File: config.mk
export PLATFORM = sky130hd
export DESIGN_NAME = integer_to_ascii_radix
export DESIGN_NICKNAME = d
export VERILOG_FILES = /design/src/hdl/itoa_pkg.sv /design/src/hdl/integer_to_ascii_radix.sv /design/src/hdl/itoa_div.sv /design/src/hdl/itoa_stack.sv
export SDC_FILE = /design/constraint.sdc
export NUM_CORES = 1
export LEC_CHECK = 0
export BUFFER_PORTS_ARGS = -buffer_cell sky130_fd_sc_hd__buf_2
export CAP_MARGIN = 25
export CORE_MARGIN = 1.5
export CORE_UTILIZATION = 61
export DETAILED_ROUTE_END_ITERATION = 8
export HOLD_SLACK_MARGIN = 0.05
export PLACE_DENSITY = 0.82
export RECOVER_POWER = 100
export SKIP_CTS_REPAIR_TIMING = 1
export SLEW_MARGIN = 15
export SYNTH_ARGS = -nofsm -noshare
export SYNTH_HDL_FRONTEND = slang
export SYNTH_SLANG_ARGS = --single-unit
File: constraint.sdc
create_clock -name i_clk -period 4.85 [get_ports i_clk]
set_input_delay 0 -clock i_clk [delete_from_list [all_inputs] [get_ports i_clk]]
set_output_delay 0 -clock i_clk [all_outputs]
set_load 0.005 [all_outputs]
File: src/hdl/itoa_pkg.sv
// ----------------------------------------------------------------------------
// itoa_pkg: shared types and constants for the integer to ASCII converter
// Value width, counter widths, controller states and the digit encoder.
// ----------------------------------------------------------------------------
package itoa_pkg;

    localparam int VALUE_BITS = 16;
    localparam int STEP_W     = $clog2(VALUE_BITS);
    localparam int CNT_W      = $clog2(VALUE_BITS + 1);
    localparam int RADIX_W    = 6;
    localparam int CHAR_W     = 8;

    localparam logic [RADIX_W-1:0] RADIX_MIN   = 6'd2;
    localparam logic [RADIX_W-1:0] RADIX_MAX   = 6'd36;
    localparam logic [RADIX_W-1:0] RADIX_DEC   = 6'd10;
    localparam logic [RADIX_W-1:0] RADIX_RESET = 6'd10;

    localparam logic [CHAR_W-1:0] CHAR_ZERO  = 8'h30;
    localparam logic [CHAR_W-1:0] CHAR_A     = 8'h61;
    localparam logic [CHAR_W-1:0] CHAR_MINUS = 8'h2D;

    typedef enum logic [1:0] {
        S_IDLE,
        S_DIV,
        S_EMIT
    } t_state;

    // digit 0..35 to '0'..'9', 'a'..'z'
    function automatic logic [CHAR_W-1:0] digit_char(input logic [RADIX_W-1:0] d);
        logic [CHAR_W-1:0] dx;
        dx = {{(CHAR_W-RADIX_W){1'b0}}, d};
        if (d > 6'd9) begin
            digit_char = CHAR_A + dx - 8'd10;
        end else begin
            digit_char = CHAR_ZERO + dx;
        end
    endfunction

endpackage

File: src/hdl/integer_to_ascii_radix.sv
// ----------------------------------------------------------------------------
// integer_to_ascii_radix: 16-bit integer to ASCII digits, base 2 to 36
// Repeated bit-serial division by the base; digits are stacked and then
// sent most significant first, one character per output transfer.
// ----------------------------------------------------------------------------
//
//  channel | signals                          | role
//  --------+----------------------------------+---------------------------
//  cfg     | i_cfg_valid/o_cfg_ready, radix   | base register write
//  in      | i_in_valid/o_in_ready, value     | number to convert
//  out     | o_out_valid/i_out_ready, char,   | one character per transfer,
//          | last                             | last flags the final one
//
//  Each digit is one division in the bit-serial divider, and each character
//  sent is one output transfer. The longest item is base 2, 16 digits.
//  Reset sets the base to 10 and returns the controller to idle.
//  A stalled sink holds the current character; no new item is taken until
//  the final character of the current one has been transferred.
//
module integer_to_ascii_radix (
    input  logic                          i_clk,
    input  logic                          i_rst_n,
    input  logic                          i_cfg_valid,
    output logic                          o_cfg_ready,
    input  logic [itoa_pkg::RADIX_W-1:0]  i_cfg_radix,
    input  logic                          i_in_valid,
    output logic                          o_in_ready,
    input  logic signed [itoa_pkg::VALUE_BITS-1:0] i_value,
    output logic                          o_out_valid,
    input  logic                          i_out_ready,
    output logic [itoa_pkg::CHAR_W-1:0]   o_character,
    output logic                          o_last
);
    import itoa_pkg::*;

    t_state             r_state, n_state;
    logic [RADIX_W-1:0] r_radix;
    logic               r_neg, n_neg;

    logic [RADIX_W-1:0]    eff_radix;
    logic                  in_neg;
    logic [VALUE_BITS-1:0] in_mag;

    logic                  div_start;
    logic [VALUE_BITS-1:0] div_dividend;
    logic                  div_done;
    logic [VALUE_BITS-1:0] div_quot;
    logic [RADIX_W-1:0]    div_rem;

    logic                  push, pop;
    logic [CHAR_W-1:0]     top_char;
    logic [CNT_W-1:0]      count;

    // base register; always ready, the source writes it only between numbers (user rule, not enforced here)
    assign o_cfg_ready = 1'b1;

    always_ff @(posedge i_clk) begin
        if (!i_rst_n) begin
            r_radix <= RADIX_RESET;
        end else if (i_cfg_valid) begin
            r_radix <= i_cfg_radix;
        end
    end

    // out-of-range bases clamp to the nearest legal one
    always_comb begin
        priority if (r_radix < RADIX_MIN) begin
            eff_radix = RADIX_MIN;
        end else if (r_radix > RADIX_MAX) begin
            eff_radix = RADIX_MAX;
        end else begin
            eff_radix = r_radix;
        end
    end

    // sign only in base 10; the most negative value negates to itself,
    // which read unsigned is the correct magnitude
    assign in_neg = (eff_radix == RADIX_DEC) && i_value[VALUE_BITS-1];
    assign in_mag = in_neg ? VALUE_BITS'(~i_value + 1'b1) : VALUE_BITS'(i_value);

    always_comb begin
        n_state      = r_state;
        n_neg        = r_neg;
        o_in_ready   = 1'b0;
        o_out_valid  = 1'b0;
        o_character  = top_char;
        o_last       = 1'b0;
        div_start    = 1'b0;
        div_dividend = div_quot;
        push         = 1'b0;
        pop          = 1'b0;
        unique case (r_state)
            S_IDLE: begin
                o_in_ready   = 1'b1;
                div_dividend = in_mag;
                if (i_in_valid) begin
                    div_start = 1'b1;
                    n_neg     = in_neg;
                    n_state   = S_DIV;
                end
            end
            S_DIV: begin
                if (div_done) begin
                    push = 1'b1;
                    // zero quotient ends the digit loop; zero input gives '0'
                    if (div_quot == '0) begin
                        n_state = S_EMIT;
                    end else begin
                        div_start = 1'b1;
                    end
                end
            end
            S_EMIT: begin
                o_out_valid = 1'b1;
                if (r_neg) begin
                    o_character = CHAR_MINUS;
                    if (i_out_ready) begin
                        n_neg = 1'b0;
                    end
                end else begin
                    o_last = (count == CNT_W'(1));
                    if (i_out_ready) begin
                        pop = 1'b1;
                        if (count == CNT_W'(1)) begin
                            n_state = S_IDLE;
                        end
                    end
                end
            end
            default: n_state = S_IDLE;
        endcase
    end

    always_ff @(posedge i_clk) begin
        if (!i_rst_n) begin
            r_state <= S_IDLE;
            r_neg   <= 1'b0;
        end else begin
            r_state <= n_state;
            r_neg   <= n_neg;
        end
    end

    itoa_div u_div (
        .i_clk       (i_clk),
        .i_rst_n     (i_rst_n),
        .i_start     (div_start),
        .i_dividend  (div_dividend),
        .i_divisor   (eff_radix),
        .o_done      (div_done),
        .o_quotient  (div_quot),
        .o_remainder (div_rem)
    );

    itoa_stack u_stack (
        .i_clk      (i_clk),
        .i_rst_n    (i_rst_n),
        .i_push     (push),
        .i_digit    (div_rem),
        .i_pop      (pop),
        .o_top_char (top_char),
        .o_count    (count)
    );

endmodule

File: src/hdl/itoa_div.sv
// ----------------------------------------------------------------------------
// itoa_div: bit-serial restoring divider
// One quotient bit per cycle; VALUE_BITS quotient bits per division.
// ----------------------------------------------------------------------------
module itoa_div (
    input  logic                           i_clk,
    input  logic                           i_rst_n,
    input  logic                           i_start,
    input  logic [itoa_pkg::VALUE_BITS-1:0] i_dividend,
    input  logic [itoa_pkg::RADIX_W-1:0]    i_divisor,
    output logic                           o_done,
    output logic [itoa_pkg::VALUE_BITS-1:0] o_quotient,
    output logic [itoa_pkg::RADIX_W-1:0]    o_remainder
);
    import itoa_pkg::*;

    logic                  r_busy, n_busy;
    logic                  r_done, n_done;
    logic [STEP_W-1:0]     r_cnt, n_cnt;
    logic [VALUE_BITS-1:0] r_q, n_q;
    logic [RADIX_W-1:0]    r_rem, n_rem;

    logic [RADIX_W:0] shifted;
    logic [RADIX_W:0] divisor_x;
    logic             ge;

    assign shifted   = {r_rem, r_q[VALUE_BITS-1]};
    assign divisor_x = {1'b0, i_divisor};
    assign ge        = (shifted >= divisor_x);

    always_comb begin
        n_busy = r_busy;
        n_done = 1'b0;
        n_cnt  = r_cnt;
        n_q    = r_q;
        n_rem  = r_rem;
        if (i_start) begin
            n_busy = 1'b1;
            n_cnt  = '0;
            n_q    = i_dividend;
            n_rem  = '0;
        end else if (r_busy) begin
            n_q   = {r_q[VALUE_BITS-2:0], ge};
            n_rem = ge ? RADIX_W'(shifted - divisor_x) : RADIX_W'(shifted);
            n_cnt = r_cnt + 1'b1;
            if (r_cnt == STEP_W'(VALUE_BITS - 1)) begin
                n_busy = 1'b0;
                n_done = 1'b1;
            end
        end
    end

    always_ff @(posedge i_clk) begin
        if (!i_rst_n) begin
            r_busy <= 1'b0;
            r_done <= 1'b0;
            r_cnt  <= '0;
        end else begin
            r_busy <= n_busy;
            r_done <= n_done;
            r_cnt  <= n_cnt;
        end
        r_q   <= n_q;
        r_rem <= n_rem;
    end

    assign o_done      = r_done;
    assign o_quotient  = r_q;
    assign o_remainder = r_rem;

endmodule

File: src/hdl/itoa_stack.sv
// ----------------------------------------------------------------------------
// itoa_stack: digit LIFO
// Digits arrive least significant first and leave most significant first.
// Shift-register stack: the top of stack always sits in entry 0.
// ----------------------------------------------------------------------------
module itoa_stack (
    input  logic                          i_clk,
    input  logic                          i_rst_n,
    input  logic                          i_push,
    input  logic [itoa_pkg::RADIX_W-1:0]  i_digit,
    input  logic                          i_pop,
    output logic [itoa_pkg::CHAR_W-1:0]   o_top_char,
    output logic [itoa_pkg::CNT_W-1:0]    o_count
);
    import itoa_pkg::*;

    logic [RADIX_W-1:0] r_mem [VALUE_BITS];
    logic [CNT_W-1:0]   r_count;

    always_ff @(posedge i_clk) begin
        if (!i_rst_n) begin
            r_count <= '0;
        end else if (i_push) begin
            r_count <= r_count + 1'b1;
        end else if (i_pop) begin
            r_count <= r_count - 1'b1;
        end
        // push shifts down, pop shifts up
        if (i_push) begin
            r_mem[0] <= i_digit;
            for (int i = 1; i < VALUE_BITS; i++) begin
                r_mem[i] <= r_mem[i-1];
            end
        end else if (i_pop) begin
            for (int i = 0; i < VALUE_BITS - 1; i++) begin
                r_mem[i] <= r_mem[i+1];
            end
        end
    end

    assign o_top_char = digit_char(r_mem[0]);
    assign o_count    = r_count;

endmodule

==> results of run 1 <==
-- area by class of cell --
class | count | area [sq um]
Sequential cell | 138 | 3884
Inverter | 20 | 75.07
Fill cell | 769 | 2794
Multi-Input combinational cell | 510 | 2626
Timing Repair Buffer | 82 | 621.8
Tap cell | 140 | 175.2
Clock buffer | 17 | 414.1
Clock inverter | 14 | 155.1
-- how the worst min path moves through the flow --
stage                                 to  cells past startpoint
floorplan                     r_radix[1]                      2
global placement              r_radix[3]                      3
detailed placement            r_radix[3]                      3
CTS                           r_radix[3]                      3
global route        u_div.o_quotient[15]                      3
finish              u_div.o_quotient[15]                      3
-- power by group --
part	internal (mW)	total (mW)	switching [mW]
sequential	1.32	1.36	0.0378
clock	0.772	1.26	0.486
combinational	0.124	0.281	0.157
total	2.21	2.90	0.681
-- routing by layer --
| metal | part of all wire | track usage |
|---|---|---|
| met3 | 0.043 | 0.05145 |
| met2 | 0.52 | 0.4331 |
| met4 | 0.034 | 0.1212 |
| met5 | 0 | 0 |
| met1 | 0.40 | 0.3045 |
-- worst min-delay path: cells and delay by family --
| family | cells | cell delay [ps] |
|---|---|---|
| AOI/OAI and AO/OA | 1 | 130 |
| buffers and inverters | 2 | 650 |
-- flip-flops by register name, indices dropped and copies added, names as in the netlist --
name and count:
r_radix 6, u_div.o_remainder 6, u_div.r_cnt 4, u_div.r_busy 1
u_stack.o_count 5, r_neg 1, u_div.o_quotient 16, u_stack.r_mem 96
u_div.o_done 1, r_state 2
-- kinds of logic after synthesis --
logic type	Yosys count	share of synthesized area
simple gates	364	0.2237
flops	138	0.5802
compound gates	94	0.08691
buf+inv	51	0.02916
xor+xnor	25	0.03271
fa+ha+maj	17	0.03290
mux	9	0.01383
other cells	1	0.0005602
-- layout by cell type (no fill, tap or decap), types with 3 or more instances in the layout --
cell type                       Yosys  layout
sky130_fd_sc_hd__a21boi_0           4       4
sky130_fd_sc_hd__a21o_1             3       3
sky130_fd_sc_hd__a21oi_1           11      12
sky130_fd_sc_hd__a31oi_1            8       8
sky130_fd_sc_hd__and2_0             0       3
sky130_fd_sc_hd__and2_1             6       3
sky130_fd_sc_hd__buf_2              0      28
sky130_fd_sc_hd__bufinv_16          0       3
sky130_fd_sc_hd__clkbuf_1          29      11
sky130_fd_sc_hd__clkbuf_16          0      16
sky130_fd_sc_hd__clkinv_1           0       3
sky130_fd_sc_hd__clkinv_2           0       3
sky130_fd_sc_hd__clkinvlp_4         0       4
sky130_fd_sc_hd__dfxtp_1           26      26
sky130_fd_sc_hd__dlygate4sd3_1      0      38
sky130_fd_sc_hd__edfxtp_1         112     112
sky130_fd_sc_hd__ha_1              16      16
sky130_fd_sc_hd__inv_1             20      20
sky130_fd_sc_hd__mux2i_1            7       7
sky130_fd_sc_hd__nand2_1          296     296
sky130_fd_sc_hd__nand3_1            8       8
sky130_fd_sc_hd__nand4_1            6       6
sky130_fd_sc_hd__nor2_1            18      18
sky130_fd_sc_hd__nor2b_1            9       9
sky130_fd_sc_hd__nor4_1             7       7
sky130_fd_sc_hd__o21a_1             3       3
sky130_fd_sc_hd__o21ai_0           40      41
sky130_fd_sc_hd__o31ai_1            8       8
sky130_fd_sc_hd__o41ai_1            3       3
sky130_fd_sc_hd__xnor2_1           10      10
sky130_fd_sc_hd__xor2_1            15      15
-- through the flow --
stage	std cells	instance area [sq um]	hold WS, ps	total power, mW	utilization
global route	921	7951	342.2	2.991	0.7400
floorplan	699	6694	126.2	1.550	-
detailed placement	851	7025	223.8	1.631	0.6538
finish	921	7951	365.4	2.896	0.7400
CTS	882	7595	-323.4	2.876	0.7068
global placement	849	6987	216.3	1.616	0.6502
==> reports/metrics.json, run 1 <==
{
  "worstSetupPathType": "reg2reg",
  "initial_antenna_violation_count": 0,
  "timing.rr.start": "r_neg",
  "critical_path.endpoint_type": "flop",
  "max_cap_violations": 2,
  "report.final.setup_viol": 0,
  "congestion_overflow_gr": 0,
  "vias": 5191,
  "n_antenna_cell": 0,
  "core.rowCount": 38,
  "detail_route.wirelength_microns": 14230,
  "worst_ep_required_time_ps": 5010,
  "tritoncts": "yes",
  "total_leakage_power_nw": 3.226,
  "timing.critical_path.from_type": "flop",
  "final_stage_net_count": 813,
  "clkTransAtPathRegs_ps": 60,
  "clk-insertion-delay-late_ps": 530,
  "finalCriticalPeriod_ps": 3421,
  "mappedNetlistNets": 743,
  "cp.buffers_inverters": 1,
  "cts_buffers": 17,
  "syn_inst": 699,
  "total_of_buffers_placed_on_input_and_output_ports": 37,
  "timing.reg2reg.worst_path_depth": 3,
  "clock_tree.htree_level_count": 4,
  "cp_slowest_cell": "sky130_fd_sc_hd__clkbuf_1",
  "largest_net_degree_at_the_start_of_global_routing": 68,
  "vias_per_cell": 5.636,
  "synth-seq-area-share": 0.5802,
  "path_max_fanout": 67,
  "drt_pre_antenna_iters": 5,
  "synthDominantCellAreaShare": 0.5024,
  "worst-slew-pin-transition_ps": 2627,
  "period_share": 0.7055,
  "post_synth_most_frequent_cells": "sky130_fd_sc_hd__nand2_1, sky130_fd_sc_hd__edfxtp_1, sky130_fd_sc_hd__o21ai_0",
  "yosys_register_bits": 138,
  "clock-root-buffer": "sky130_fd_sc_hd__clkbuf_8",
  "path_cells": "nor4bb_4, clkbuf_1, o21ai_0",
  "route.detailed.drc": 0,
  "grt_pass1_vias": 5076,
  "path_delay_family": "buffers and inverters",
  "yosysMostFrequentCell": "sky130_fd_sc_hd__nand2_1",
  "maximum_clock_rate_mhz": 292.3,
  "layout-drive-gt1-share": 0.08707,
  "worst_clock_skew_ps": 14.06,
  "post-synth-top-area-cell": "sky130_fd_sc_hd__edfxtp_1",
  "async_reset_ff_frac": 0,
  "timing.max_slew.rel_slack": -0.7514,
  "top_ports": 39,
  "fin_tns_setup_ps": 0,
  "worstReg2RegEnd": "u_stack.r_mem[0][6]",
  "die_h_microns": 107.8,
  "wire_length_per_cell_after_detailed_routing_microns": 15.45,
  "area.growth.synth_to_final_pct": 18.79,
  "fp.dieW_microns": 107.8,
  "die_area_sq_mm": 0.01161,
  "dp_hpwl_microns": 9121,
  "mappedNetlistArea_sq_mm": 0.006694,
  "pre_cts_ws_ps": 2115,
  "cells_taking_the_most_area_after_synthesis": "sky130_fd_sc_hd__edfxtp_1, sky130_fd_sc_hd__nand2_1, sky130_fd_sc_hd__dfxtp_1",
  "core_region_area_sq_mm": 0.01075,
  "synthesis.yosys.warnings": 0,
  "report.final.slew_viol_count": 109,
  "post_synth_num_cell_types": 48,
  "synth_edf_count": 112,
  "grt_first_pass_wirelength_microns": 22680,
  "rsz0062_at_grt": "no",
  "synth.avg_cell_area_sq_um": 9.576,
  "cts_num_sinks": 138,
  "critPathArrivalTime_ps": 3580,
  "worstHoldStart": "i_value[15]",
  "setup.worst_path.start": "r_neg",
  "power_density_mw_per_mm2": 364.2,
  "number_of_antenna_violating_nets_in_the_routed_design": 0,
  "setup.worst_path.end": "u_stack.r_mem[0][6]",
  "logic_depth_of_the_worst_setup_path_including_buffers": 3,
  "setup_ws_post_layout_ps": 1429,
  "vdd_drop_max_v": 0.0002147,
  "synth_flop_cell": "sky130_fd_sc_hd__edfxtp_1",
  "total_track_usage": 0.2526,
  "initial_core_util": 0.6230,
  "slowest_delay_ps": 1900,
  "cts-root-to-sink-buffers": 2,
  "violations_in_the_final_reports": "capacitance limit, slew limit",
  "final_hold_viol_count": 0,
  "run_status": "finished, violations left",
  "rrSetupSlack_ps": 1430,
  "hp-class": "in2reg",
  "detailedRoute.firstIterationViolations": 479,
  "place.gp.congestion": 0.8684
}
No activity file was read; power rests on OpenSTA's default activity.
==> inputs of run 2 (changes only) <==
==> constraint.sdc (replaced) <==
create_clock -name i_clk -period 3.29 [get_ports i_clk]
set_input_delay 0 -clock i_clk [delete_from_list [all_inputs] [get_ports i_clk]]
set_output_delay 0 -clock i_clk [all_outputs]
set_load 0.005 [all_outputs]
==> reports/metrics.json, run 2 (synthesis results as in run 1) <==
{
  "initial_antenna_violation_count": {"value": 0, "change": "unchanged"},
  "vias": {"value": 5201, "change": "was 5,191"},
  "clk-insertion-delay-late": {"value": 530, "unit": "ps", "change": "about the same"},
  "die_area": {"value": 0.01161, "unit": "sq mm", "change": "unchanged"},
  "critPathArrivalTime": {"value": 3050, "unit": "ps", "change": "was 3580 ps"},
  "report.final.slew_viol_count": {"value": 0, "change": "was 109"},
  "max_cap_violations": {"value": 1, "change": "was 2"},
  "worst_clock_skew": {"value": 6.972, "unit": "ps", "change": "was 14.06 ps"},
  "hp-class": {"value": "in2reg", "change": "unchanged"},
  "congestion_overflow_gr": {"value": 0, "change": "unchanged"},
  "timing.critical_path.from_type": {"value": "flop", "change": "unchanged"},
  "rsz0062_at_grt": {"value": "no", "change": "unchanged"},
  "worst_ep_required_time": {"value": 3500, "unit": "ps", "change": "was 5010 ps"},
  "number_of_antenna_violating_nets_in_the_routed_design": {"value": 0, "change": "unchanged"},
  "hold_depth": {"value": 3, "change": "unchanged"},
  "dp_hpwl": {"value": 9053, "unit": "microns", "change": "was 9121 microns"},
  "clock_tree.htree_level_count": {"value": 4, "change": "unchanged"},
  "detail_route.wirelength": {"value": 13990, "unit": "microns", "change": "was 14,230 microns"},
  "worst-slew-pin-transition": {"value": 1485, "unit": "ps", "change": "was 2627 ps"},
  "largest_register_ffs": {"value": 96, "change": "unchanged"},
  "run_status": {"value": "finished, violations left", "change": "unchanged"},
  "detailedRoute.firstIterationViolations": {"value": 436, "change": "was 479"},
  "layout-drive-gt1-share": {"value": 0.09311, "change": "was 0.08707"},
  "cts_buffers": {"value": 17, "change": "unchanged"},
  "fin_tns_setup": {"value": 0, "unit": "ps", "change": "unchanged"},
  "final_hold_viol_count": {"value": 0, "change": "unchanged"},
  "timing.max_slew.rel_slack": {"value": 0.007323, "change": "was -0.7514"},
  "initial_core_util": {"value": 0.6230, "change": "unchanged"},
  "total_leakage_power": {"value": 3.243, "unit": "nW", "change": "was 3.226 nW"},
  "wire_length_per_cell_after_detailed_routing": {"value": 15.14, "unit": "microns", "change": "was 15.45 microns"},
  "power_density": {"value": 536.1, "unit": "mW/mm^2", "change": "was 364.2 mW/mm^2"},
  "grt_first_pass_wirelength": {"value": 21650, "unit": "microns", "change": "was 22,680 microns"},
  "path_max_fanout": {"value": 35, "change": "was 67"},
  "tritoncts": {"value": "yes", "change": "unchanged"},
  "largest_net_degree_at_the_start_of_global_routing": {"value": 68, "change": "unchanged"},
  "drt_pre_antenna_iters": {"value": 5, "change": "unchanged"},
  "clkTransAtPathRegs": {"value": 60, "unit": "ps", "change": "about the same"},
  "core_region_area": {"value": 0.01075, "unit": "sq mm", "change": "unchanged"},
  "cts_num_sinks": {"value": 138, "change": "unchanged"},
  "final_stage_net_count": {"value": 815, "change": "was 813"},
  "area.growth.synth_to_final": {"value": 18.73, "unit": "%", "change": "was 18.79%"},
  "total_track_usage": {"value": 0.2416, "change": "was 0.2526"},
  "registers.top_by_ff_count": {"value": "u_stack.r_mem", "change": "unchanged"},
  "n_antenna_cell": {"value": 0, "change": "unchanged"},
  "period_share": {"value": 0.8615, "change": "was 0.7055"},
  "cts-root-to-sink-buffers": {"value": 2, "change": "unchanged"},
  "top_ports": {"value": 39, "change": "unchanged"},
  "violations_in_the_final_reports": {"value": "capacitance limit", "change": "was capacitance limit, slew limit"},
  "vias_per_cell": {"value": 5.629, "change": "was 5.636"},
  "vdd_drop_max": {"value": 0.0003433, "unit": "V", "change": "was 0.0002147 V"},
  "mostFrequentLayoutCell": {"value": "sky130_fd_sc_hd__nand2_1", "change": "unchanged"},
  "finalCriticalPeriod": {"value": 2834, "unit": "ps", "change": "was 3421 ps"},
  "fp.dieW": {"value": 107.8, "unit": "microns", "change": "unchanged"},
  "maximum_clock_rate": {"value": 352.8, "unit": "MHz", "change": "was 292.3 MHz"},
  "grt_pass1_vias": {"value": 4807, "change": "was 5,076"},
  "critical_path.endpoint_type": {"value": "flop", "change": "unchanged"},
  "mostFrequentLayoutCells": {"value": "sky130_fd_sc_hd__nand2_1, sky130_fd_sc_hd__edfxtp_1, sky130_fd_sc_hd__o21ai_0, sky130_fd_sc_hd__dlygate4sd3_1, sky130_fd_sc_hd__buf_2", "change": "unchanged"},
  "timing.reg2reg.worst_path_depth": {"value": 5, "change": "was 3"},
  "die_h": {"value": 107.8, "unit": "microns", "change": "unchanged"},
  "clock-root-buffer": {"value": "sky130_fd_sc_hd__clkbuf_8", "change": "unchanged"},
  "core.rowCount": {"value": 38, "change": "unchanged"},
  "layout.core_utilization": {"value": 0.7396, "change": "was 0.7400"},
  "route.detailed.drc": {"value": 0, "change": "unchanged"},
  "total_of_buffers_placed_on_input_and_output_ports": {"value": 37, "change": "unchanged"},
  "place.gp.congestion": {"value": 0.8699, "change": "was 0.8684"},
  "report.final.setup_viol": {"value": 0, "change": "unchanged"},
  "worstSetupPathType": {"value": "reg2reg", "change": "unchanged"},
  "fillCellCount": {"value": 765, "change": "was 769"}
}
==> run 2: report_power, final <==
part | switching (mW) | internal (mW)
Combinational | 0.231 | 0.185
Sequential | 0.0563 | 1.94
Clock | 0.702 | 1.14
Total | 0.990 | 3.27
==> run 2: routing by layer <==
layer | wire length [microns] | global-route usage
met2 | 7566 | 0.4477
met4 | 224 | 0.07707
met1 | 5668 | 0.2740
met3 | 530 | 0.05569
met5 | 0 | 0
==> run 2: worst paths after layout <==
kind | start | end | slack [ps]
worst max register to register | r_state[0] | u_stack.r_mem[0][47] | 460
worst min register to register | u_stack.r_mem[0][85] | u_stack.r_mem[0][91] | 450
worst min-delay path | i_value[15] | u_div.o_quotient[15] | 320
worst max-delay path | r_state[0] | u_stack.r_mem[0][47] | 460
==> run 2: area by class of cell <==
cell class,instances,area [sq um],share of cell area
sequential,138,3884,0.4887
clock inverter,14,155.1,0.01952
tap,140,175.2,0.02204
timing repair buffer,84,625.6,0.07872
multi-input combinational,510,2615,0.3290
clock buffer,18,417.9,0.05258
inverter,20,75.07,0.009446
==> run 2: worst max-delay path, stage by stage (launching register included) <==
cell                      delay (ps)
sky130_fd_sc_hd__dfxtp_1         410
sky130_fd_sc_hd__nor2b_1         180
sky130_fd_sc_hd__nand2_1          90
sky130_fd_sc_hd__buf_4           250
sky130_fd_sc_hd__nand2_1        1110
sky130_fd_sc_hd__buf_4           450
==> run 2: metrics by stage <==
step                      hold slack [ps]  std cells  power (mW)  area, sq um  setup slack, ps
final                               324.4        924       4.261         7948            455.7
after global routing                330.2        924       4.397         7948            263.5
after CTS                          -318.5        886       4.224         7610            762.8
after detailed placement            232.4        854       2.398         7037            777.1
after global placement              228.9        854       2.386         7037            896.5
after floorplan                     126.2        699       2.285         6696            731.0
==> inputs of run 3 (changes only) <==
--- a/config.mk
+++ b/config.mk
@@ -8,10 +8,10 @@
 export BUFFER_PORTS_ARGS = -buffer_cell sky130_fd_sc_hd__buf_2
 export CAP_MARGIN = 25
 export CORE_MARGIN = 1.5
-export CORE_UTILIZATION = 61
+export CORE_UTILIZATION = 66
 export DETAILED_ROUTE_END_ITERATION = 8
 export HOLD_SLACK_MARGIN = 0.05
-export PLACE_DENSITY = 0.82
+export PLACE_DENSITY = 0.87
 export RECOVER_POWER = 100
 export SKIP_CTS_REPAIR_TIMING = 1
 export SLEW_MARGIN = 15
==> constraint.sdc (replaced) <==
create_clock -name i_clk -period 3.3 [get_ports i_clk]
set_input_delay 0 -clock i_clk [delete_from_list [all_inputs] [get_ports i_clk]]
set_output_delay 0 -clock i_clk [all_outputs]
set_load 0.02 [all_outputs]
==> reports/metrics.json, run 3 (synthesis results as in run 1) <==
{
  "grt_pass1_vias": {"value": 4957, "change": "was 4,807"},
  "number_of_antenna_violating_nets_in_the_routed_design": {"value": 0, "change": "unchanged"},
  "detailedRoute.firstIterationViolations": {"value": 518, "change": "was 436"},
  "clkTransAtPathRegs": {"value": 70, "unit": "ps", "change": "was 60 ps"},
  "period_share": {"value": 0.8541, "change": "was 0.8615"},
  "cts_buffers": {"value": 17, "change": "unchanged"},
  "fp.dieW": {"value": 103.7, "unit": "microns", "change": "was 107.8 microns"},
  "post-place-cells": {"value": 847, "change": "was 854"},
  "report.final.setup_viol": {"value": 0, "change": "unchanged"},
  "vias_per_cell": {"value": 5.862, "change": "was 5.629"},
  "area.growth.synth_to_final": {"value": 18.80, "unit": "%", "change": "was 18.73%"},
  "run_status": {"value": "finished, final reports clean", "change": "was finished, violations left"},
  "clock-root-buffer": {"value": "sky130_fd_sc_hd__clkbuf_8", "change": "unchanged"},
  "final_hold_viol_count": {"value": 0, "change": "unchanged"},
  "mostFrequentLayoutCell": {"value": "sky130_fd_sc_hd__nand2_1", "change": "unchanged"},
  "die_area": {"value": 0.01076, "unit": "sq mm", "change": "was 0.01161 sq mm"},
  "critical_path.endpoint_type": {"value": "flop", "change": "unchanged"},
  "clk-insertion-delay-late": {"value": 530, "unit": "ps", "change": "about the same"},
  "timing.max_slew.rel_slack": {"value": 0.1934, "change": "was 0.007323"},
  "dp_hpwl": {"value": 9205, "unit": "microns", "change": "was 9053 microns"},
  "finalCriticalPeriod": {"value": 2819, "unit": "ps", "change": "was 2834 ps"},
  "rsz0062_at_grt": {"value": "no", "change": "unchanged"},
  "report.final.slew_viol_count": {"value": 0, "change": "unchanged"},
  "grt_first_pass_wirelength": {"value": 23250, "unit": "microns", "change": "was 21,650 microns"},
  "drt_pre_antenna_iters": {"value": 5, "change": "unchanged"},
  "core_region_area": {"value": 0.009819, "unit": "sq mm", "change": "was 0.01075 sq mm"},
  "initial_core_util": {"value": 0.6817, "change": "was 0.6230"},
  "fin_tns_setup": {"value": 0, "unit": "ps", "change": "unchanged"},
  "cts-root-to-sink-buffers": {"value": 2, "change": "unchanged"},
  "die_h": {"value": 103.7, "unit": "microns", "change": "was 107.8 microns"},
  "core.rowCount": {"value": 36, "change": "was 38"},
  "clock_tree.htree_level_count": {"value": 4, "change": "unchanged"},
  "n_antenna_cell": {"value": 0, "change": "unchanged"},
  "power_density": {"value": 541.6, "unit": "mW/mm^2", "change": "was 536.1 mW/mm^2"},
  "total_of_buffers_placed_on_input_and_output_ports": {"value": 37, "change": "unchanged"},
  "layout.cells.non_filler": {"value": 918, "change": "was 924"},
  "place.gp.congestion": {"value": 0.9239, "change": "was 0.8699"},
  "mostFrequentLayoutCells": {"value": "sky130_fd_sc_hd__nand2_1, sky130_fd_sc_hd__edfxtp_1, sky130_fd_sc_hd__o21ai_0, sky130_fd_sc_hd__dlygate4sd3_1, sky130_fd_sc_hd__buf_2", "change": "unchanged"},
  "timing.critical_path.from_type": {"value": "flop", "change": "unchanged"},
  "largest_net_degree_at_the_start_of_global_routing": {"value": 68, "change": "unchanged"},
  "worstSetupPathType": {"value": "reg2reg", "change": "unchanged"},
  "hp-class": {"value": "in2reg", "change": "unchanged"},
  "maximum_clock_rate": {"value": 354.8, "unit": "MHz", "change": "was 352.8 MHz"},
  "final_stage_net_count": {"value": 816, "change": "was 815"},
  "largest_register_ffs": {"value": 96, "change": "unchanged"},
  "path_max_fanout": {"value": 27, "change": "was 35"},
  "cts_num_sinks": {"value": 138, "change": "unchanged"},
  "top_ports": {"value": 39, "change": "unchanged"},
  "worst_clock_skew": {"value": 13.54, "unit": "ps", "change": "was 6.972 ps"},
  "total_track_usage": {"value": 0.2703, "change": "was 0.2416"},
  "layout-drive-gt1-share": {"value": 0.09427, "change": "was 0.09311"},
  "vdd_drop_max": {"value": 0.0004157, "unit": "V", "change": "was 0.0003433 V"},
  "critPathArrivalTime": {"value": 3000, "unit": "ps", "change": "was 3050 ps"},
  "route.detailed.drc": {"value": 0, "change": "unchanged"},
  "initial_antenna_violation_count": {"value": 0, "change": "unchanged"},
  "vias": {"value": 5381, "change": "was 5,201"},
  "worst-slew-pin-transition": {"value": 1210, "unit": "ps", "change": "was 1485 ps"},
  "total_leakage_power": {"value": 3.240, "unit": "nW", "change": "was 3.243 nW"},
  "detail_route.wirelength": {"value": 15400, "unit": "microns", "change": "was 13,990 microns"},
  "tritoncts": {"value": "yes", "change": "unchanged"},
  "max_cap_violations": {"value": 0, "change": "was 1"},
  "worst_ep_required_time": {"value": 3480, "unit": "ps", "change": "was 3500 ps"},
  "congestion_overflow_gr": {"value": 0, "change": "unchanged"},
  "registers.top_by_ff_count": {"value": "u_stack.r_mem", "change": "unchanged"},
  "wire_length_per_cell_after_detailed_routing": {"value": 16.78, "unit": "microns", "change": "was 15.14 microns"}
}
[run 3: report_power, final]
part | internal [mW] | switching (mW) | leakage, nW
Combinational | 0.185 | 0.254 | 1.73
Sequential | 1.94 | 0.0586 | 1.24
Clock | 1.09 | 0.782 | 0.271
[run 3: critical path, stage by stage, from the launching register on]
cell and delay, ps:
sky130_fd_sc_hd__dfxtp_1 360, sky130_fd_sc_hd__nor2b_1 470, sky130_fd_sc_hd__nand3b_1 230, sky130_fd_sc_hd__nand2_1 870, sky130_fd_sc_hd__clkbuf_2 540
[run 3: worst paths after layout]
path                           to                 start  depth (start not counted)  slack, ps
max reg2reg  u_stack.r_mem[0][35]            r_state[1]                          4        480
min          u_div.o_quotient[15]           i_value[15]                          3        360
max          u_stack.r_mem[0][35]            r_state[1]                          4        480
min reg2reg  u_stack.r_mem[0][91]  u_stack.r_mem[0][85]                          0        460
[run 3: per-layer routing]
layer	part of all wire	track usage
met1	0.39	0.3305
met2	0.51	0.4552
met3	0.052	0.07048
met4	0.046	0.1171
met5	0	0
[run 3: area by class of cell]
cell class	instances	area, sq um
sequential	138	3884
multi-input combinational	510	2615
fill	579	1867
timing repair buffer	85	629.4
clock buffer	17	414.1
clock inverter	15	168.9
tap	133	166.4
inverter	20	75.07
[run 3: metrics by stage]
step | hold WS [ps] | power, mW | utilization | worst slack, ps | instance area, sq um
6_report | 360.6 | 4.307 | 0.8099 | 481.3 | 7953
5_1_grt | 349.3 | 4.437 | 0.8099 | 296.2 | 7953
4_1_cts | -321.5 | 4.240 | 0.7751 | 581.1 | 7611
3_5_place_dp | 225.9 | 2.387 | 0.7157 | 821.0 | 7028
3_3_place_gp | 221.1 | 2.372 | 0.7157 | 928.4 | 7028
2_1_floorplan | 126.2 | 2.280 | - | 602.8 | 6696
